`src/sv/rftm_pkg.sv`:
```
// shared constants and types for the floor texel mapper
`timescale 1ns / 1ps

package rftm_pkg;

    // default geometry
    localparam int MAP_BITS_DEF    = 6;
    localparam int FRAC_BITS_DEF   = 16;
    localparam int SCREEN_BITS_DEF = 11;

    // fixed field widths
    localparam int WALL_FRAC_W = 16;
    localparam int WALL_DIST_W = 24;
    localparam int CAM_W       = 22;
    localparam int TEX_W       = 10;
    localparam int TEX_LOG_W   = 4;

    localparam logic [TEX_LOG_W-1:0] TEX_LOG_MAX = 4'd10;
    localparam logic [TEX_LOG_W-1:0] TEX_LOG_RST = 4'd6;
    localparam int                   SCREEN_HEIGHT_RST = 480;

    typedef enum logic [0:0] {
        CFG_SCREEN_HEIGHT = 1'b0,
        CFG_TEX_LOG2      = 1'b1
    } cfg_reg_t;

endpackage

```
`src/sv/rftm_front.sv`:
```
// front stage: draw window, wall foot point and divisor product
`timescale 1ns / 1ps

module rftm_front #(
    parameter int MAP_BITS    = rftm_pkg::MAP_BITS_DEF,
    parameter int FRAC_BITS   = rftm_pkg::FRAC_BITS_DEF,
    parameter int SCREEN_BITS = rftm_pkg::SCREEN_BITS_DEF,
    localparam int H_W   = SCREEN_BITS + 1,
    localparam int PT_W  = MAP_BITS + 1 + FRAC_BITS,
    localparam int DEN_W = H_W + rftm_pkg::WALL_DIST_W
) (
    input  logic                                 aclk,
    input  logic                                 aresetn,
    input  logic                                 in_valid,
    output logic                                 in_ready,
    input  logic [SCREEN_BITS-1:0]               column,
    input  logic [SCREEN_BITS-1:0]               row,
    input  logic [MAP_BITS-1:0]                  map_x,
    input  logic [MAP_BITS-1:0]                  map_y,
    input  logic [rftm_pkg::WALL_FRAC_W-1:0]     wall_frac,
    input  logic                                 hit_side,
    input  logic                                 dir_x_positive,
    input  logic                                 dir_y_positive,
    input  logic [rftm_pkg::WALL_DIST_W-1:0]     wall_distance,
    input  logic [rftm_pkg::CAM_W-1:0]           cam_x,
    input  logic [rftm_pkg::CAM_W-1:0]           cam_y,
    input  logic [SCREEN_BITS-1:0]               wall_bottom,
    input  logic [H_W-1:0]                       screen_height,
    output logic                                 out_valid,
    input  logic                                 out_ready,
    output logic [SCREEN_BITS-1:0]               out_column,
    output logic [SCREEN_BITS-1:0]               out_row,
    output logic                                 out_draw,
    output logic                                 out_wd_zero,
    output logic [H_W-1:0]                       out_height,
    output logic [DEN_W-1:0]                     out_den,
    output logic [PT_W-1:0]                      out_wx,
    output logic [PT_W-1:0]                      out_wy,
    output logic [rftm_pkg::CAM_W-1:0]           out_cx,
    output logic [rftm_pkg::CAM_W-1:0]           out_cy
);

    logic                          valid_reg;
    logic [SCREEN_BITS-1:0]        column_reg, row_reg;
    logic                          draw_reg, wd_zero_reg;
    logic [H_W-1:0]                height_reg;
    logic [DEN_W-1:0]              den_reg;
    logic [PT_W-1:0]               wx_reg, wy_reg;
    logic [rftm_pkg::CAM_W-1:0]    cx_reg, cy_reg;

    logic [SCREEN_BITS+1:0]        row_x2, row_ext, h_ext;
    logic                          draw_next;
    logic [H_W-1:0]                d;
    logic [DEN_W-1:0]              den_next;
    logic [FRAC_BITS-1:0]          fa;
    logic [MAP_BITS:0]             mx_ext, my_ext, mx_far, my_far;
    logic [PT_W-1:0]               base_x, base_y, far_x, far_y, face_x, face_y;
    logic [PT_W-1:0]               wx_next, wy_next;

    assign row_x2  = {1'b0, row, 1'b0};
    assign row_ext = {2'b00, row};
    assign h_ext   = {1'b0, screen_height};

    // below the wall, at least two rows above the screen bottom, and positive denominator
    assign draw_next = (row > wall_bottom)
                    && ((row_ext + (SCREEN_BITS+2)'(2)) <= h_ext)
                    && (row_x2 > h_ext);
    assign d        = H_W'(row_x2 - h_ext);
    assign den_next = DEN_W'(d) * DEN_W'(wall_distance);

    // wall_frac aligned to the fraction width
    assign fa = FRAC_BITS'({wall_frac, {FRAC_BITS{1'b0}}} >> rftm_pkg::WALL_FRAC_W);

    assign mx_ext = {1'b0, map_x};
    assign my_ext = {1'b0, map_y};
    assign mx_far = mx_ext + (MAP_BITS+1)'(1);
    assign my_far = my_ext + (MAP_BITS+1)'(1);
    assign base_x = {mx_ext, {FRAC_BITS{1'b0}}};
    assign base_y = {my_ext, {FRAC_BITS{1'b0}}};
    assign far_x  = {mx_far, {FRAC_BITS{1'b0}}};
    assign far_y  = {my_far, {FRAC_BITS{1'b0}}};
    assign face_x = {1'b0, map_x, fa};
    assign face_y = {1'b0, map_y, fa};

    // zero direction counts as negative: far side of the cell
    assign wx_next = hit_side ? face_x : (dir_x_positive ? base_x : far_x);
    assign wy_next = hit_side ? (dir_y_positive ? base_y : far_y) : face_y;

    assign in_ready = !valid_reg || out_ready;

    always_ff @(posedge aclk) begin
        if (!aresetn) begin
            valid_reg <= 1'b0;
        end else if (in_ready) begin
            valid_reg <= in_valid;
        end
    end

    always_ff @(posedge aclk) begin
        if (in_ready && in_valid) begin
            column_reg  <= column;
            row_reg     <= row;
            draw_reg    <= draw_next;
            wd_zero_reg <= (wall_distance == '0);
            height_reg  <= screen_height;
            den_reg     <= den_next;
            wx_reg      <= wx_next;
            wy_reg      <= wy_next;
            cx_reg      <= cam_x;
            cy_reg      <= cam_y;
        end
    end

    assign out_valid   = valid_reg;
    assign out_column  = column_reg;
    assign out_row     = row_reg;
    assign out_draw    = draw_reg;
    assign out_wd_zero = wd_zero_reg;
    assign out_height  = height_reg;
    assign out_den     = den_reg;
    assign out_wx      = wx_reg;
    assign out_wy      = wy_reg;
    assign out_cx      = cx_reg;
    assign out_cy      = cy_reg;

endmodule

```
`config.mk`:
```
export PLATFORM = sky130hd
export DESIGN_NAME = rftm_front
export DESIGN_NICKNAME = d
export VERILOG_FILES = /design/src/sv/rftm_pkg.sv /design/src/sv/rftm_front.sv
export SDC_FILE = /design/constraint.sdc
export NUM_CORES = 1
export LEC_CHECK = 0
export BUFFER_PORTS_ARGS = -buffer_cell sky130_fd_sc_hd__buf_4
export CORE_AREA = 2 2 189 191
export CTS_BUF_LIST = sky130_fd_sc_hd__clkbuf_16
export DETAILED_ROUTE_END_ITERATION = 8
export DIE_AREA = 0 0 191 193
export MAX_ROUTING_LAYER = met4
export PLACE_DENSITY = 0.67
export SETUP_SLACK_MARGIN = 0.15
export SLEW_MARGIN = 20
export SYNTH_ARGS = -nofsm -noshare
export SYNTH_HDL_FRONTEND = slang
export SYNTH_SLANG_ARGS = --single-unit
```
`constraint.sdc`:
```
create_clock -name aclk -period 19.7 [get_ports aclk]
set_input_delay 2.955 -clock aclk [delete_from_list [all_inputs] [get_ports aclk]]
set_output_delay 2.955 -clock aclk [all_outputs]
set_load 0.1 [all_outputs]
```
==> impl_metrics.toml <==
[setup_path]
ff2ff_setup_slack_ps = 16830
crit_path_start_kind = "input pin"
crit-reg2reg-launch = "out_valid"
worstPathArrival_ps = 10170
cp_data_required_time_ps = 19880
crit_path_end_kind = "register"
worstPathMaxFanout = 28
crit_type = "in -> reg"
rr_endpoint = "out_cy[3]"
rr_worst_depth = 4

[floorplan]
dieArea_sq_mm = 0.0369
num_rows = 69
core_sq_mm = 0.0350
boundaryPins = 312
fp.dieH_um = 193
die_w_um = 191
start_util_pct = 44.4

[timing]
min_period_ps = 9990
slew_viol_final = 0
timing.final.ws_setup_ps = 9710
fin_crit_sh_pct = 50.7
fmax_mhz = 100
hold_ws_ps = 543
setup-tns-final_ps = 0
worstMarginPinSlew_ps = 1110
finClkSkew_ps = 10.7
finalHoldViolCount = 0
setup_viol = 0
relSlewSlack_pct = 25.6
rsz0062_at_grt = "false"

[routing]
viasPerCell = 5.06
first_pass_iters = 7
drtIter0Drc = 648
antenna_left = 0
finalWirelength_mm = 36.4
drcViolationCount = 0
route.detailed.wl_per_inst_um = 16.4
vias = 11300

[global_routing]
overflow = 0
grt_pass1_wl_mm = 56.7
antenna_found_initial = 0
grt_max_degree = 61
grt_use_total_pct = 20.3
grt_pass1_vias = 11300

[placement]
dpl.hpwl_mm = 28.6
io_buffers = 311
place.gp.congestion = 0.897
place_ws_ps = 9340

[clock_tree]
cts_max_level = 4
ctsResizeCount = 0
tritoncts = "built"
cts_root_buffer = "clkbuf_16"
clk_pin_slew_ps = 60
cts.sinks = 163
insertion_delay_ps = 440
cts_made_buffers = 17
hold_buffers = 0
cts_setup_buffers = 0
cts_buffer_depth = 2

[status]
status = "complete, no violations"

[logic_synthesis]
synth.net_count = 1947
synthesis.area_sq_mm = 0.0155
synth-main-ff-cell = "edfxtp_1"
synth_cell_types = 55
ys_seq_area_share_pct = 31.5
synth_warnings = 0
ys_ff_latch = 163
synth_edf_count = 162
synthCells = 1466
synthArstFlopShare_pct = 0
synth_area_per_cell_sq_um = 10.6

[worst_hold_path]
holdPathEnd = "out_valid"
min_path_cells = 2
hold_path_class = "reg -> reg"
min_from = "out_valid"

[cells_and_area]
layout-drive-gt1-share_pct = 20.9
n_antenna_cell = 0
syn2layout_area_growth_pct = 21.4
layout.nets = 2232

[flow_run]
cap_viol_max_count = 0
-- synthesized netlist by cell type (3+ instances only) --
cell,instances,share of area [%]
a211oi_1,3,0.15
a21o_1,25,1.2
a21oi_1,32,1.0
a21oi_2,3,0.17
a31oi_1,6,0.24
and2_1,107,4.3
and3_1,6,0.24
buf_2,4,0.13
clkbuf_1,52,1.3
edfxtp_1,162,31
fa_1,221,28
ha_1,112,9.0
inv_1,286,6.9
nand2_1,233,5.6
nand2b_1,5,0.20
nand3_1,9,0.29
nand4_1,14,0.56
nor2_1,26,0.63
nor2b_1,26,1.0
nor3_1,6,0.19
nor4_1,7,0.28
o21a_1,4,0.19
o21ai_0,13,0.42
o21ai_1,4,0.13
o21bai_1,6,0.29
o22ai_1,3,0.12
or2_2,3,0.12
xnor2_1,33,1.9
xor2_1,24,1.4
-- how the worst max path moves through the flow --
| stage | from | to | cells past startpoint |
|---|---|---|---|
| after floorplan | screen_height[0] | out_den[33] | 28 |
| after global placement | screen_height[0] | out_den[30] | 25 |
| after detailed placement | screen_height[0] | out_den[32] | 25 |
| after CTS | screen_height[0] | out_den[32] | 25 |
| after global routing | screen_height[0] | out_den[32] | 28 |
| final | screen_height[0] | out_den[32] | 26 |
-- sequential cells by signal, indices dropped and copies added (netlist names) --
| signal | cells |
|---|---|
| out_row | 11 |
| out_wy | 23 |
| out_cy | 22 |
| out_valid | 1 |
| out_height | 12 |
| out_draw | 1 |
| out_column | 11 |
| out_wx | 23 |
| out_wd_zero | 1 |
| out_den | 36 |
| out_cx | 22 |
-- layout by cell type, fill, tap and decap left out, types with 4 or more instances in the layout --
master,synthesis,final
buf_4,0,322
inv_1,286,287
nand2_1,233,233
fa_1,221,221
edfxtp_1,162,162
ha_1,112,112
and2_1,107,106
xnor2_1,33,33
a21oi_1,32,32
nor2b_1,26,26
nor2_1,26,25
a21o_1,25,25
xor2_1,24,24
clkbuf_16,0,17
nand4_1,14,14
o21ai_0,13,13
nand3_1,9,9
nor4_1,7,7
and3_1,6,6
nor3_1,6,6
o21bai_1,6,6
a31oi_1,6,6
nand2b_1,5,5
clkinv_4,0,5
o21ai_1,4,4
o21a_1,4,4
-- through the flow --
stage | util (%) | std cells | cell area, sq um
2_1_floorplan | - | 1466 | 15500
3_3_place_gp | 52.4 | 2193 | 18300
3_5_place_dp | 52.4 | 2193 | 18300
4_1_cts | 53.9 | 2225 | 18800
5_1_grt | 53.9 | 2225 | 18800
6_report | 53.9 | 2225 | 18800
-- critical path, cell delays in order --
cell and delay, ps:
buf_4 270, inv_1 130, fa_1 440, a21o_1 210, a21oi_2 160, o21bai_1 90, a2111o_1 420, and2_1 190
xor2_1 130, buf_4 350, nand2_1 140, fa_1 500, inv_1 60, fa_1 500, fa_1 520, fa_1 520
fa_1 490, ha_1 400, and3_1 280, nand2_1 130, o22ai_1 100, a211oi_1 300, o31ai_2 170, a2bb2oi_1 220
a311oi_1 370, xnor2_1 110
-- area by class of cell --
cell class	instances	area (sq um)
clock buffers	17	425
clock inverters	15	111
fillers	3157	16100
inverters	286	1070
multi-input cells	961	9360
flip-flops and latches	163	4880
well taps	461	577
repair buffers	322	2420
-- cells by family (layout without fill, tap and decap cells) --
kind of cell               Yosys count  after routing  share of synthesized area [%]
and+or+nand+nor                    445            445                           13.7
buffers and inverters              342            640                           8.30
adders and majority gates          333            333                           37.5
DFF                                163            163                           31.5
AOI/OAI and AO/OA                  123            123                           5.59
xor gates and xnor gates            58             58                           3.32
muxes                                2              2                          0.145
-- routing by layer --
metal	global-route usage, %	vias up	wire length [um]
met2	34.8	409	18700
met3	3.80	34	2490
met1	25.1	5638	14700
met5	-	-	0
li1	-	5174	-
met4	4.41	0	407
Power is left out: the tool's default activity adds up to more than one toggle a clock period on the data nets, which glitch-free logic cannot reach.
