`src/sv/rftm_pkg.sv`:
```
// shared constants and types for the floor texel mapper
`timescale 1ns / 1ps

package rftm_pkg;

    // default geometry
    localparam int MAP_BITS_DEF    = 6;
    localparam int FRAC_BITS_DEF   = 16;
    localparam int SCREEN_BITS_DEF = 11;

    // fixed field widths
    localparam int WALL_FRAC_W = 16;
    localparam int WALL_DIST_W = 24;
    localparam int CAM_W       = 22;
    localparam int TEX_W       = 10;
    localparam int TEX_LOG_W   = 4;

    localparam logic [TEX_LOG_W-1:0] TEX_LOG_MAX = 4'd10;
    localparam logic [TEX_LOG_W-1:0] TEX_LOG_RST = 4'd6;
    localparam int                   SCREEN_HEIGHT_RST = 480;

    typedef enum logic [0:0] {
        CFG_SCREEN_HEIGHT = 1'b0,
        CFG_TEX_LOG2      = 1'b1
    } cfg_reg_t;

endpackage

```
`src/sv/rftm_div.sv`:
```
// pipelined restoring divider for the blend weight, one quotient bit per stage
`timescale 1ns / 1ps

module rftm_div #(
    parameter int FRAC_BITS = rftm_pkg::FRAC_BITS_DEF,
    parameter int H_W       = rftm_pkg::SCREEN_BITS_DEF + 1,
    parameter int DEN_W     = rftm_pkg::SCREEN_BITS_DEF + 1 + rftm_pkg::WALL_DIST_W,
    parameter int SIDE_W    = 8,
    localparam int NW = H_W + 2 * FRAC_BITS,
    localparam int CW = ((DEN_W + FRAC_BITS) > NW) ? (DEN_W + FRAC_BITS) : NW
) (
    input  logic                 aclk,
    input  logic                 aresetn,
    input  logic                 in_valid,
    output logic                 in_ready,
    input  logic [H_W-1:0]       height,
    input  logic [DEN_W-1:0]     den,
    input  logic                 force_one,
    input  logic [SIDE_W-1:0]    side_in,
    output logic                 out_valid,
    input  logic                 out_ready,
    output logic [FRAC_BITS:0]   weight,
    output logic [SIDE_W-1:0]    side_out
);

    logic                  valid_reg [0:FRAC_BITS];
    logic                  sat_reg   [0:FRAC_BITS];
    logic [NW-1:0]         rem_reg   [0:FRAC_BITS];
    logic [FRAC_BITS-1:0]  quo_reg   [0:FRAC_BITS];
    logic [DEN_W-1:0]      den_reg   [0:FRAC_BITS];
    logic [SIDE_W-1:0]     side_reg  [0:FRAC_BITS];
    logic                  rdy       [0:FRAC_BITS+1];

    logic [CW-1:0]         num_c, den_top;
    logic                  sat_next;

    assign rdy[FRAC_BITS+1] = out_ready;
    assign in_ready         = rdy[0];

    // quotient of 1.0 or more saturates
    assign num_c    = CW'({height, {(2*FRAC_BITS){1'b0}}});
    assign den_top  = CW'(den) << FRAC_BITS;
    assign sat_next = force_one || (num_c >= den_top);

    assign rdy[0] = !valid_reg[0] || rdy[1];

    always_ff @(posedge aclk) begin
        if (!aresetn) begin
            valid_reg[0] <= 1'b0;
        end else if (rdy[0]) begin
            valid_reg[0] <= in_valid;
        end
    end

    always_ff @(posedge aclk) begin
        if (rdy[0] && in_valid) begin
            sat_reg[0]  <= sat_next;
            rem_reg[0]  <= NW'(num_c);
            quo_reg[0]  <= '0;
            den_reg[0]  <= den;
            side_reg[0] <= side_in;
        end
    end

    for (genvar k = 1; k <= FRAC_BITS; k++) begin : g_stage
        localparam int BIT = FRAC_BITS - k;
        logic [CW-1:0]        trial;
        logic                 ge;
        logic [CW-1:0]        diff;
        logic [FRAC_BITS-1:0] bit_mask;

        assign trial    = CW'(den_reg[k-1]) << BIT;
        assign ge       = CW'(rem_reg[k-1]) >= trial;
        assign diff     = CW'(rem_reg[k-1]) - trial;
        assign bit_mask = FRAC_BITS'(1) << BIT;
        assign rdy[k]   = !valid_reg[k] || rdy[k+1];

        always_ff @(posedge aclk) begin
            if (!aresetn) begin
                valid_reg[k] <= 1'b0;
            end else if (rdy[k]) begin
                valid_reg[k] <= valid_reg[k-1];
            end
        end

        always_ff @(posedge aclk) begin
            if (rdy[k] && valid_reg[k-1]) begin
                sat_reg[k]  <= sat_reg[k-1];
                rem_reg[k]  <= ge ? NW'(diff) : rem_reg[k-1];
                quo_reg[k]  <= ge ? (quo_reg[k-1] | bit_mask) : quo_reg[k-1];
                den_reg[k]  <= den_reg[k-1];
                side_reg[k] <= side_reg[k-1];
            end
        end
    end

    assign out_valid = valid_reg[FRAC_BITS];
    assign weight    = sat_reg[FRAC_BITS] ? ((FRAC_BITS+1)'(1) << FRAC_BITS)
                                          : {1'b0, quo_reg[FRAC_BITS]};
    assign side_out  = side_reg[FRAC_BITS];

endmodule

```
`config.mk`:
```
export PLATFORM = sky130hd
export DESIGN_NAME = rftm_div
export DESIGN_NICKNAME = d
export VERILOG_FILES = /design/src/sv/rftm_pkg.sv /design/src/sv/rftm_div.sv
export SDC_FILE = /design/constraint.sdc
export NUM_CORES = 2
export LEC_CHECK = 0
export ABC_AREA = 1
export ABC_CLOCK_PERIOD_IN_PS = 6200
export BUFFER_PORTS_ARGS = -buffer_cell sky130_fd_sc_hd__buf_2
export CELL_PAD_IN_SITES_DETAIL_PLACEMENT = 1
export CELL_PAD_IN_SITES_GLOBAL_PLACEMENT = 2
export CORE_MARGIN = 2
export CORE_UTILIZATION = 40
export CTS_BUF_LIST = sky130_fd_sc_hd__clkbuf_8
export DETAILED_ROUTE_END_ITERATION = 7
export GPL_TIMING_DRIVEN = 0
export HOLD_SLACK_MARGIN = 0.06
export PLACE_DENSITY = 0.82
export REMOVE_ABC_BUFFERS = 1
export SYNTH_ARGS = -nofsm -noshare
export SYNTH_HDL_FRONTEND = slang
export SYNTH_SLANG_ARGS = --single-unit
```
`constraint.sdc`:
```
create_clock -name aclk -period 6.2 [get_ports aclk]
set_input_delay 0.31 -clock aclk [delete_from_list [all_inputs] [get_ports aclk]]
set_output_delay 0.31 -clock aclk [all_outputs]
set_load 0.02 [all_outputs]
```
==> results.md <==
- The die covers approximately 220000 sq um.
- The first global-routing pass estimated 435900 um of wire.
- The worst hold path passes through 4 cells.
- Traced cell by cell, the critical path runs through inv_1, ha_1, a21oi_1, nand2_1, a21oi_1, inv_1, nand4_1, nand4_1, inv_2, o21ai_0.
- The port buffer count is slightly below 90.
- TritonCTS built the clock tree.
- In this run, synthesis inferred ~1400 flip-flops with an integrated enable.
- Derived from the worst setup path, the maximum achievable clock frequency is 0.1946 GHz.
- In this run the tightest slew margin relative to its limit is 3.663%.
- The hold path startpoint is in_valid.
- With fillers left out, the area of the finished cells amounts to 95470 sq um.
- Averaged over all synthesized cells, the footprint is between 8 and 9 sq um.
- The met3 routed wirelength is approximately 11000 um.
- In the layout the commonest cells are sky130_fd_sc_hd__nand2_1, sky130_fd_sc_hd__inv_1, sky130_fd_sc_hd__edfxtp_1.
- Setup repair after global routing left no endpoint under its margin.
- The most instantiated flip-flop cell in the synthesis netlist is sky130_fd_sc_hd__edfxtp_1.
- Clock-pin slew was measured on the worst setup and hold paths at roughly 60 ps.
- Leaving out fill and tap cells, the most frequent cell in the layout is sky130_fd_sc_hd__nand2_1.
- Signal routing reaches up to met4.
- After global routing the overflow that remains totals 0.
- The congestion estimate from routability-driven global placement came to about 0.96.
- The slowest stage cell on the critical path is sky130_fd_sc_hd__inv_2.
- Gates resized during post-CTS repair numbered 0.
- Synthesis produced a netlist whose cell count is roughly 9500.
- The layout filler cell count is 24830.
- After floorplanning, the core was sized to cover 211900 sq um.
- After clock tree synthesis, the setup repair step added 0 buffers.
- The critical path contains buffers and inverters numbering 3 combined.
- The routed length on met1 is between 100000 and 150000 um.
- At the pin with the least slew margin, the transition time is about 1400 ps.
- The unique cell type count in the Yosys netlist is 62.
- The biggest cell delay along the critical path is between 1000 and 1500 ps.
- The critical path is of the reg2reg type.
- The H-tree generated during clock tree synthesis spans 5 levels.
- In this run the static leakage power is between 30 and 40 nW.
- The max-cap violation count is 0.
- The per-cell via count in the routed design is around 5.3.
- The class of the most critical hold timing path is in2reg.
- Entering global routing, the biggest net connects 79 pins.
- The clock tree root buffer cell is sky130_fd_sc_hd__clkbuf_8.
- The netlist area before placement is 85220 sq um.
- Clock latency on the worst-skew pair, taken at its later pin, is approximately 1000 ps.
- For the worst setup path, the data required time is slightly below 7000 ps.
- The register bit count reported by yosys is 1434.
- Setup violations remaining at the end of the flow were counted as 0.
- The number of sinks driven by the clock tree is 1434.
- The count of synthesis-stage warnings from yosys is 0.
- The endpoint identified for the worst register-to-register timing path is rem_reg[0][508].
- The width of the chip is 465.6 um.
- The worst setup path is captured at a flip-flop.
- The worst reg2reg path startpoint is den_reg[0][362].
- The first detailed-routing pass ran for 5 iterations.
- The total via count after detailed routing is 68790.
- The number of global-route vias before repair is approximately 71000.
- For the worst setup path, the data arrival time is about 5700 ps.
- The placed instances occupy a cell area of 89230 sq um.
- The hold path endpoint is valid_reg[0].
- The top cell type by total area after synthesis is sky130_fd_sc_hd__edfxtp_1.
- The count of cells in the finished layout, fillers not included, comes to 12950.
- The post-route antenna net violation count is 0.
- The number of rows in the core area is 169.
- The worst-path maximum fanout is 55.
- Detailed placement ended at an HPWL of 232500 um.
- The net total in the final layout is between 10000 and 15000.
- The fraction of layout cells with a size suffix above 1 is 5.720%.
- The total placed cells including tap cells is between 10000 and 15000.
- The run finished with clean final reports.
- In the post-synthesis netlist, the biggest area contributors are sky130_fd_sc_hd__edfxtp_1, sky130_fd_sc_hd__nand2_1, sky130_fd_sc_hd__ha_1, sky130_fd_sc_hd__inv_1, sky130_fd_sc_hd__nor2_1.
- In this design, the largest share of critical-path delay is due to buffers and inverters.
- The routed wire length on met2 is ~140000 um.
- The total routing usage reported by global routing is 26.28%.
- The final number of max-transition violations is 0.
- The setup slack on the worst flop-to-flop path is 1060 ps.
- For this configuration, the core starts out at a cell density of approximately two fifths.
- The overall power after layout is between 20 and 25 mW.
- TritonCTS created roughly 280 clock buffers.
- The clock arrives with about 87 ps of skew.
- The initial DRC count is between 5000 and 6000.
- In the routed design, unresolved DRC markers number 0.
- During I/O placement, the number of pins put on the boundary was 88.
- The share of the clock period used by the worst path is 82.87%.
- After detailed routing, the total wire length is between 200000 and 300000 um.
- The initial antenna violation count is 4.
- The largest vdd supply drop is 0.0002742 V.
- No sink is reached through more buffers than the 4 on the longest clock path.
- The number of hold violations in the final report is 0.
- Dividing total power by cell area gives a power density of 216.3 nW/um^2.
- The register with the most flip-flops in the layout has around 580 of them.
- In the synthesized netlist the async set-or-reset flop fraction comes to 0%.
- After synthesis, the largest area contributor takes up approximately half of total cell area.
- The routed length per instance is 22.27 um.
- The relative area change from synthesis to final layout is 12.03%.
- The die outline height is roughly 470 um.
- Summing the sequential cell areas from Yosys gives between 50 and 60% of the chip area.
- Counting cells, the worst reg-to-reg path comes to 10.
- The type of origin of the critical path is a flip-flop.
- The time the final worst path needs with I/O delays and setup is between 5000 and 6000 ps.
-- how the worst max path moves through the flow --
| stage | start | end | slack (ps) | cells after the start |
|---|---|---|---|---|
| 2_1_floorplan | valid_reg[16] | den_reg[0][468] | 780 | 5 |
| 3_3_place_gp | out_ready | den_reg[0][496] | -900 | 7 |
| 3_5_place_dp | den_reg[0][362] | rem_reg[0][508] | 1010 | 10 |
| 4_1_cts | den_reg[0][362] | rem_reg[0][508] | 960 | 10 |
| 5_1_grt | den_reg[0][362] | rem_reg[0][508] | 700 | 10 |
| 6_report | den_reg[0][362] | rem_reg[0][508] | 1060 | 10 |
-- per-layer routing --
layer | vias up | global-route usage [%]
met5 | - | 0
met4 | 0 | 6.749
met3 | 386 | 3.253
met2 | 1353 | 44.10
met1 | 33830 | 35.89
li1 | 33220 | -
-- worst register-to-register path: cells and delay by family, from the launching register on --
family	cells	cell delay [ps]
adder cells (fa/ha/maj)	1	360
flip-flops	1	410
buffers and inverters	3	1390
AO/OA/AOI/OAI	3	1260
AND/OR/NAND/NOR	3	1360
-- cell type report --
cell class                      instances  area [sq um]  area share, %
Tap cell                             2821          3530          3.697
Sequential cell                      1434         43050          45.10
Antenna cell                            6         15.01        0.01573
Clock inverter                        170          1100          1.152
Multi-Input combinational cell       6547         36140          37.86
Timing Repair Buffer                  232          2237          2.343
Clock buffer                          284          3909          4.094
Inverter                             1455          5482          5.742
-- kinds of logic after synthesis --
kind of cell	after synthesis	synth area share, %
compound gates	1818	11.89
xor+xnor	341	3.505
fa+ha+maj	557	8.301
buf+inv	1560	7.144
flops	1434	50.52
simple gates	3831	18.64
-- synthesized netlist by cell type, types with 42 or more instances --
library cell and instances:
sky130_fd_sc_hd__xor2_1 151, sky130_fd_sc_hd__nand2_1 2016, sky130_fd_sc_hd__o21ai_0 596, sky130_fd_sc_hd__nor4_1 42
sky130_fd_sc_hd__nor2_1 1031, sky130_fd_sc_hd__xnor2_1 190, sky130_fd_sc_hd__edfxtp_1 1433, sky130_fd_sc_hd__o21bai_1 74
sky130_fd_sc_hd__nand4_1 115, sky130_fd_sc_hd__a21o_1 86, sky130_fd_sc_hd__a21oi_1 701, sky130_fd_sc_hd__nor3_1 119
sky130_fd_sc_hd__a31oi_1 129, sky130_fd_sc_hd__o21ai_1 66, sky130_fd_sc_hd__nand3_1 385, sky130_fd_sc_hd__ha_1 543
sky130_fd_sc_hd__buf_2 64, sky130_fd_sc_hd__inv_1 1442
-- per-stage QoR --
step           hold slack, ps  setup WS (ps)  utilization [%]  setup TNS, ps
2_1_floorplan           400.3          777.1                -              0
3_3_place_gp            400.9         -899.7            41.80        -356300
3_5_place_dp            405.6           1011            42.12              0
4_1_cts                 81.89          958.4            45.03              0
5_1_grt                 146.9          698.7            45.06              0
6_report                199.0           1062            45.06              0
-- power by group --
part	total (mW)	switching, mW	internal (mW)	leakage [nW]
Combinational	0.957	0.599	0.358	23.0
Sequential	10.8	0.0959	10.7	13.0
Clock	8.90	4.09	4.81	2.79
-- what timing repair did --
action | in CTS | in global routing
setup endpoints to repair | 0 | 0
hold buffers | 117 | 0
endpoints found under the hold margin | 172 | 0
(Power assumes the default switching activity.)
