<file path="config.mk">
export PLATFORM = sky130hd
export DESIGN_NAME = rftm_blend
export DESIGN_NICKNAME = d
export VERILOG_FILES = /design/src/sv/rftm_pkg.sv /design/src/sv/rftm_blend.sv
export SDC_FILE = /design/constraint.sdc
export NUM_CORES = 2
export LEC_CHECK = 0
export ABC_CLOCK_PERIOD_IN_PS = 21500
export BUFFER_PORTS_ARGS = -buffer_cell sky130_fd_sc_hd__buf_4
export CAP_MARGIN = 15
export CORE_MARGIN = 3
export CORE_UTILIZATION = 50
export DETAILED_ROUTE_END_ITERATION = 7
export PLACE_DENSITY = 0.7
export SLEW_MARGIN = 20
export SYNTH_ARGS = -nofsm -noshare
export SYNTH_HDL_FRONTEND = slang
export SYNTH_SLANG_ARGS = --single-unit
</file>
<file path="constraint.sdc">
create_clock -name aclk -period 21.5 [get_ports aclk]
set_input_delay 2.15 -clock aclk [delete_from_list [all_inputs] [get_ports aclk]]
set_output_delay 2.15 -clock aclk [all_outputs]
set_load 0.02 [all_outputs]
</file>
<file path="src/sv/rftm_pkg.sv">
// shared constants and types for the floor texel mapper
`timescale 1ns / 1ps

package rftm_pkg;

    // default geometry
    localparam int MAP_BITS_DEF    = 6;
    localparam int FRAC_BITS_DEF   = 16;
    localparam int SCREEN_BITS_DEF = 11;

    // fixed field widths
    localparam int WALL_FRAC_W = 16;
    localparam int WALL_DIST_W = 24;
    localparam int CAM_W       = 22;
    localparam int TEX_W       = 10;
    localparam int TEX_LOG_W   = 4;

    localparam logic [TEX_LOG_W-1:0] TEX_LOG_MAX = 4'd10;
    localparam logic [TEX_LOG_W-1:0] TEX_LOG_RST = 4'd6;
    localparam int                   SCREEN_HEIGHT_RST = 480;

    typedef enum logic [0:0] {
        CFG_SCREEN_HEIGHT = 1'b0,
        CFG_TEX_LOG2      = 1'b1
    } cfg_reg_t;

endpackage

</file>
<file path="src/sv/rftm_blend.sv">
// blend of wall foot point and camera, cell and texel extraction
`timescale 1ns / 1ps

module rftm_blend #(
    parameter int MAP_BITS    = rftm_pkg::MAP_BITS_DEF,
    parameter int FRAC_BITS   = rftm_pkg::FRAC_BITS_DEF,
    parameter int SCREEN_BITS = rftm_pkg::SCREEN_BITS_DEF,
    localparam int PT_W = MAP_BITS + 1 + FRAC_BITS,
    localparam int PX_W = FRAC_BITS + 1 + PT_W,
    localparam int PC_W = FRAC_BITS + 1 + rftm_pkg::CAM_W,
    localparam int SW   = ((PX_W > PC_W) ? PX_W : PC_W) + 1,
    localparam int EXT_W = FRAC_BITS + rftm_pkg::TEX_W
) (
    input  logic                                aclk,
    input  logic                                aresetn,
    input  logic                                in_valid,
    output logic                                in_ready,
    input  logic [FRAC_BITS:0]                  weight,
    input  logic [SCREEN_BITS-1:0]              column,
    input  logic [SCREEN_BITS-1:0]              row,
    input  logic                                draw,
    input  logic [PT_W-1:0]                     wx,
    input  logic [PT_W-1:0]                     wy,
    input  logic [rftm_pkg::CAM_W-1:0]          cx,
    input  logic [rftm_pkg::CAM_W-1:0]          cy,
    input  logic [rftm_pkg::TEX_LOG_W-1:0]      tex_log2,
    output logic                                out_valid,
    input  logic                                out_ready,
    output logic [SCREEN_BITS-1:0]              out_column,
    output logic [SCREEN_BITS-1:0]              out_row,
    output logic                                out_draw,
    output logic [MAP_BITS-1:0]                 cell_x,
    output logic [MAP_BITS-1:0]                 cell_y,
    output logic [rftm_pkg::TEX_W-1:0]          tex_x,
    output logic [rftm_pkg::TEX_W-1:0]          tex_y
);

    // product stage
    logic                    p_valid_reg;
    logic [SCREEN_BITS-1:0]  p_column_reg, p_row_reg;
    logic                    p_draw_reg;
    logic [PX_W-1:0]         p_wx_reg, p_wy_reg;
    logic [PC_W-1:0]         p_cx_reg, p_cy_reg;
    logic [FRAC_BITS:0]      inv_w;
    logic                    p_ready;

    // output stage
    logic                          o_valid_reg;
    logic [SCREEN_BITS-1:0]        o_column_reg, o_row_reg;
    logic                          o_draw_reg;
    logic [MAP_BITS-1:0]           o_cell_x_reg, o_cell_y_reg;
    logic [rftm_pkg::TEX_W-1:0]    o_tex_x_reg, o_tex_y_reg;
    logic                          o_ready;

    logic [SW-1:0]                 sum_x, sum_y;
    logic [rftm_pkg::TEX_LOG_W-1:0] tlog;
    logic [5:0]                    tshift;
    logic [EXT_W-1:0]              ext_x, ext_y;
    logic [rftm_pkg::TEX_W-1:0]    tex_x_next, tex_y_next;

    assign inv_w = ((FRAC_BITS+1)'(1) << FRAC_BITS) - weight;

    assign o_ready  = !o_valid_reg || out_ready;
    assign p_ready  = !p_valid_reg || o_ready;
    assign in_ready = p_ready;

    always_ff @(posedge aclk) begin
        if (!aresetn) begin
            p_valid_reg <= 1'b0;
        end else if (p_ready) begin
            p_valid_reg <= in_valid;
        end
    end

    always_ff @(posedge aclk) begin
        if (p_ready && in_valid) begin
            p_column_reg <= column;
            p_row_reg    <= row;
            p_draw_reg   <= draw;
            p_wx_reg     <= PX_W'(weight) * PX_W'(wx);
            p_wy_reg     <= PX_W'(weight) * PX_W'(wy);
            p_cx_reg     <= PC_W'(inv_w) * PC_W'(cx);
            p_cy_reg     <= PC_W'(inv_w) * PC_W'(cy);
        end
    end

    assign sum_x = SW'(p_wx_reg) + SW'(p_cx_reg);
    assign sum_y = SW'(p_wy_reg) + SW'(p_cy_reg);

    // texel = fraction scaled by 2^tlog, done as one right shift of a padded fraction
    assign tlog   = (tex_log2 > rftm_pkg::TEX_LOG_MAX) ? rftm_pkg::TEX_LOG_MAX : tex_log2;
    assign tshift = 6'(EXT_W) - 6'(tlog);
    assign ext_x  = {sum_x[FRAC_BITS +: FRAC_BITS], {rftm_pkg::TEX_W{1'b0}}} >> tshift;
    assign ext_y  = {sum_y[FRAC_BITS +: FRAC_BITS], {rftm_pkg::TEX_W{1'b0}}} >> tshift;
    assign tex_x_next = ext_x[rftm_pkg::TEX_W-1:0];
    assign tex_y_next = ext_y[rftm_pkg::TEX_W-1:0];

    always_ff @(posedge aclk) begin
        if (!aresetn) begin
            o_valid_reg <= 1'b0;
        end else if (o_ready) begin
            o_valid_reg <= p_valid_reg;
        end
    end

    always_ff @(posedge aclk) begin
        if (o_ready && p_valid_reg) begin
            o_column_reg <= p_column_reg;
            o_row_reg    <= p_row_reg;
            o_draw_reg   <= p_draw_reg;
            if (p_draw_reg) begin
                o_cell_x_reg <= sum_x[2*FRAC_BITS +: MAP_BITS];
                o_cell_y_reg <= sum_y[2*FRAC_BITS +: MAP_BITS];
                o_tex_x_reg  <= tex_x_next;
                o_tex_y_reg  <= tex_y_next;
            end else begin
                o_cell_x_reg <= '0;
                o_cell_y_reg <= '0;
                o_tex_x_reg  <= '0;
                o_tex_y_reg  <= '0;
            end
        end
    end

    assign out_valid  = o_valid_reg;
    assign out_column = o_column_reg;
    assign out_row    = o_row_reg;
    assign out_draw   = o_draw_reg;
    assign cell_x     = o_cell_x_reg;
    assign cell_y     = o_cell_y_reg;
    assign tex_x      = o_tex_x_reg;
    assign tex_y      = o_tex_y_reg;

endmodule

</file>
==> impl.org <==
** Timing
- Based on the critical path, the design can be clocked at up to 96.1 MHz.
- In this run the tightest slew margin relative to its limit is 29.4%.
- Final worst path period share :: 48.4%
- Total count of hold-check failures in the final report :: 0
- The clock arrives with 0.0224 ns of skew.
- Setup repair after global routing left no endpoint under its margin.
- For the final routed database, the setup TNS stands at 0 ns.
- Worst slew pin tran :: 1.06 ns
- Period minus WS final :: 10.40 ns
- The number of slew-limit violations in the final report is 0.
- Setup-violating endpoint count in the final report :: 0

** Global routing
- Total global routing overflow :: 0
- Largest net degree at the start of global routing :: 82
- The number of global-route vias before repair came to 47289.
- The initial antenna violation count is 5.
- Wire length of the first global-routing pass :: 245000 um
- Across every metal layer, demand over resource in global routing totals 25.1%.

** Logic synthesis
- Sequential area share after synthesis :: 11.7%
- Number of synthesized flops with an enable pin :: 230
- Each instance of the synthesized netlist takes up on average 9.13 sq um.
- Synthesis inferred 232 register bits.
- Cells after synthesis :: 6506
- Synthesis produced a netlist with a net count of 8364.
- Post-synth cell types :: 90
- For this run, asynchronously set or reset flops after synthesis account for 0%.
- The mapped netlist covers 59400 sq um.
- Syn. warnings :: 0
- Most used DFF post-synth :: sky130_fd_sc_hd__edfxtp_1

** Drt
- Routed length per instance :: 18.7 um
- Sum of routed wire length over all layers :: 150000 um
- First drt pass iteration count :: 6
- Drt via density :: 5.45
- In the routed design, unresolved DRC markers number 0.
- 1st-iter DRT viols :: 2744
- Overall via count from detail_route :: 43604
- The detail route stage leaves a number of antenna-violating nets equal to 0.

** Die
- The die covers 123000 sq um.
- For this design the top-level I/O count stands at 195.
- In this run the core area contains 125 standard-cell rows.
- Starting Density :: 50.8%
- From left edge to right edge, the die measures 351 um.
- Core area :: 117000 sq um
- The die is 351 um tall.

** Clock tree
- CTS built an H-tree with a depth of 1.
- Clock transition at the register clock pins on the worst setup and hold paths after CTS :: 0.07 ns
- Clock tree synthesis inserted a total of 26 buffers.
- Hold bufs inserted after CTS :: 0
- TritonCTS built the clock tree.
- Root Buffer Master :: sky130_fd_sc_hd__clkbuf_16
- Resized cells post-CTS :: 0
- Number of setup buffers added after CTS :: 0
- Clock Sinks :: 232
- Number of buffers between clock root and the deepest sink :: 3
- Later-pin clock latency in the skew report :: 0.56 ns

** Flow run
- Number of maximum-capacitance constraint violations :: 0

** Outcome
- The run finished with clean final reports.

** Finish
- From synthesis to final layout, the design area changed by 5.87%.
- The library cell used most frequently in the layout, excluding fill and tap cells, is sky130_fd_sc_hd__inv_1.
- In the layout the commonest cells are sky130_fd_sc_hd__inv_1 (1463), sky130_fd_sc_hd__fa_1 (1222), sky130_fd_sc_hd__nand2_1 (1129), sky130_fd_sc_hd__and2_1 (511), sky130_fd_sc_hd__ha_1 (498).
- Nets@finish :: 8309
- Proportion of layout cells with a drive suffix above 1 :: 5.15%

** Hold path
- Hold path startpoint :: p_row_reg[10]$_DFFE_PP_
- Hold worst-path end :: out_row[10]$_DFFE_PP_
- The worst hold path passes through 0 cells.
- The min-delay analysis places its worst path in the category register to register.

** Critical path
- Startpoint class of the critical path :: input pin
- At the worst endpoint, the arrival time is 10.70 ns.
- The slowest stage of the critical path belongs to the cell sky130_fd_sc_hd__o31ai_2.
- Length in cells of the worst reg-to-reg path :: 11
- Cell repeated most along the worst path :: sky130_fd_sc_hd__fa_1
- The critical path is of the input pin to register type.
- Along the worst path, the maximum fanout reaches 49.
- Endpoint type of the worst setup path :: register
- In this run the critical register-to-register path is launched from p_cx_reg[8]$_DFFE_PP_.
- End of the worst register-to-register path :: tex_x[6]$_SDFFCE_PN0P_
- Worst reg2reg setup slack :: 17.33 ns
- At the worst endpoint, the required time is 21.80 ns.
- In this design, the stage delay of the slowest critical-path cell is 0.50 ns.

** Placed design
- Routability Congestion :: 0.945
- Half-perimeter wire length after placement :: 119000 um
- During placement, the flow inserted port buffers numbering 194.
==> area by class of cell <==
class                      instances  area (sq um)
clock buffer                      27           654
fill                           10623         54100
clock inverter                    21           240
inverter                        1463          5490
sequential                       232          6950
antenna                            1          2.50
timing repair buffer             221          1660
multi-input combinational       4507         46000
tap                             1524          1910
==> cell usage after synthesis, types with 12 or more instances <==
| library cell | number | area share [%] |
|---|---|---|
| sky130_fd_sc_hd__a21oi_1 | 168 | 1.4 |
| sky130_fd_sc_hd__o22ai_1 | 13 | 0.14 |
| sky130_fd_sc_hd__o21a_1 | 28 | 0.35 |
| sky130_fd_sc_hd__a31oi_1 | 16 | 0.17 |
| sky130_fd_sc_hd__xnor2_1 | 136 | 2.0 |
| sky130_fd_sc_hd__buf_1 | 12 | 0.076 |
| sky130_fd_sc_hd__and2_1 | 512 | 5.4 |
| sky130_fd_sc_hd__ha_1 | 498 | 10 |
| sky130_fd_sc_hd__o21ai_0 | 84 | 0.71 |
| sky130_fd_sc_hd__edfxtp_1 | 230 | 12 |
| sky130_fd_sc_hd__and3_1 | 20 | 0.21 |
| sky130_fd_sc_hd__nor2_1 | 126 | 0.80 |
| sky130_fd_sc_hd__nand3_1 | 37 | 0.31 |
| sky130_fd_sc_hd__or3_1 | 19 | 0.20 |
| sky130_fd_sc_hd__a211oi_1 | 27 | 0.34 |
| sky130_fd_sc_hd__o211ai_1 | 17 | 0.21 |
| sky130_fd_sc_hd__a21o_1 | 85 | 1.1 |
| sky130_fd_sc_hd__nand2b_1 | 28 | 0.29 |
| sky130_fd_sc_hd__xor2_1 | 59 | 0.87 |
| sky130_fd_sc_hd__clkbuf_1 | 284 | 1.8 |
| sky130_fd_sc_hd__nor3_1 | 43 | 0.36 |
| sky130_fd_sc_hd__inv_1 | 1463 | 9.2 |
| sky130_fd_sc_hd__fa_1 | 1222 | 41 |
| sky130_fd_sc_hd__nand2_1 | 1129 | 7.1 |
| sky130_fd_sc_hd__nand4_1 | 25 | 0.26 |
| sky130_fd_sc_hd__nor2b_1 | 22 | 0.23 |
| sky130_fd_sc_hd__o21bai_1 | 23 | 0.29 |
==> critical path, delay by kind of cell <==
family          cells  cell delay [ns]
simple gates       11             2.75
fa+ha+maj           7             3.08
xor+xnor            2             0.27
buf+inv             6             1.00
compound gates      6             1.38
==> metrics by stage <==
step | area (sq um) | worst slack, ns | std cells | utilization, % | hold slack (ns)
6_report | 62900 | 11.10 | 7996 | 53.8 | 0.414
5_1_grt | 62900 | 10.56 | 7995 | 53.8 | 0.419
4_1_cts | 62900 | 11.15 | 7995 | 53.8 | 0.415
3_5_place_dp | 62000 | 10.59 | 7947 | 53.0 | 0.405
3_3_place_gp | 62000 | 10.76 | 7947 | 53.0 | 0.401
2_1_floorplan | 59400 | 11.65 | 6506 | - | 0.400
==> cell families (layout without fill, tap and decap cells) <==
kind of cell	after synthesis	after routing	share of synthesized area [%]
AND/OR/NAND/NOR	1995	1995	15.6
buffers and inverters	1767	1732	11.2
adder cells (fa/ha/maj)	1720	1720	51.7
AO/OA/AOI/OAI	579	579	6.60
flip-flops	232	232	11.7
XOR/XNOR	195	195	2.87
multiplexers	18	18	0.343
other	0	1	0
==> layer usage <==
metal	vias up	track usage (%)	share of wire, %
met2	1491	44.0	50
met3	313	3.77	6.8
li1	19531	-	-
met5	-	0	0.015
met4	4	6.89	3.0
met1	22265	32.4	41
==> how the worst max path moves through the flow <==
stage                   start                     end  cells past startpoint  slack, ns
detailed placement  weight[2]  p_cy_reg[37]$_DFFE_PP_                     32      10.59
global route        weight[2]  p_cy_reg[37]$_DFFE_PP_                     32      10.56
finish              weight[2]  p_cy_reg[37]$_DFFE_PP_                     32      11.10
global placement    weight[0]  p_cy_reg[37]$_DFFE_PP_                     32      10.76
floorplan           weight[0]  p_cy_reg[37]$_DFFE_PP_                     31      11.65
CTS                 weight[2]  p_cy_reg[37]$_DFFE_PP_                     32      11.15
Power is left out: the tool's default activity adds up to more than one toggle a clock period on the data nets, which glitch-free logic cannot reach.
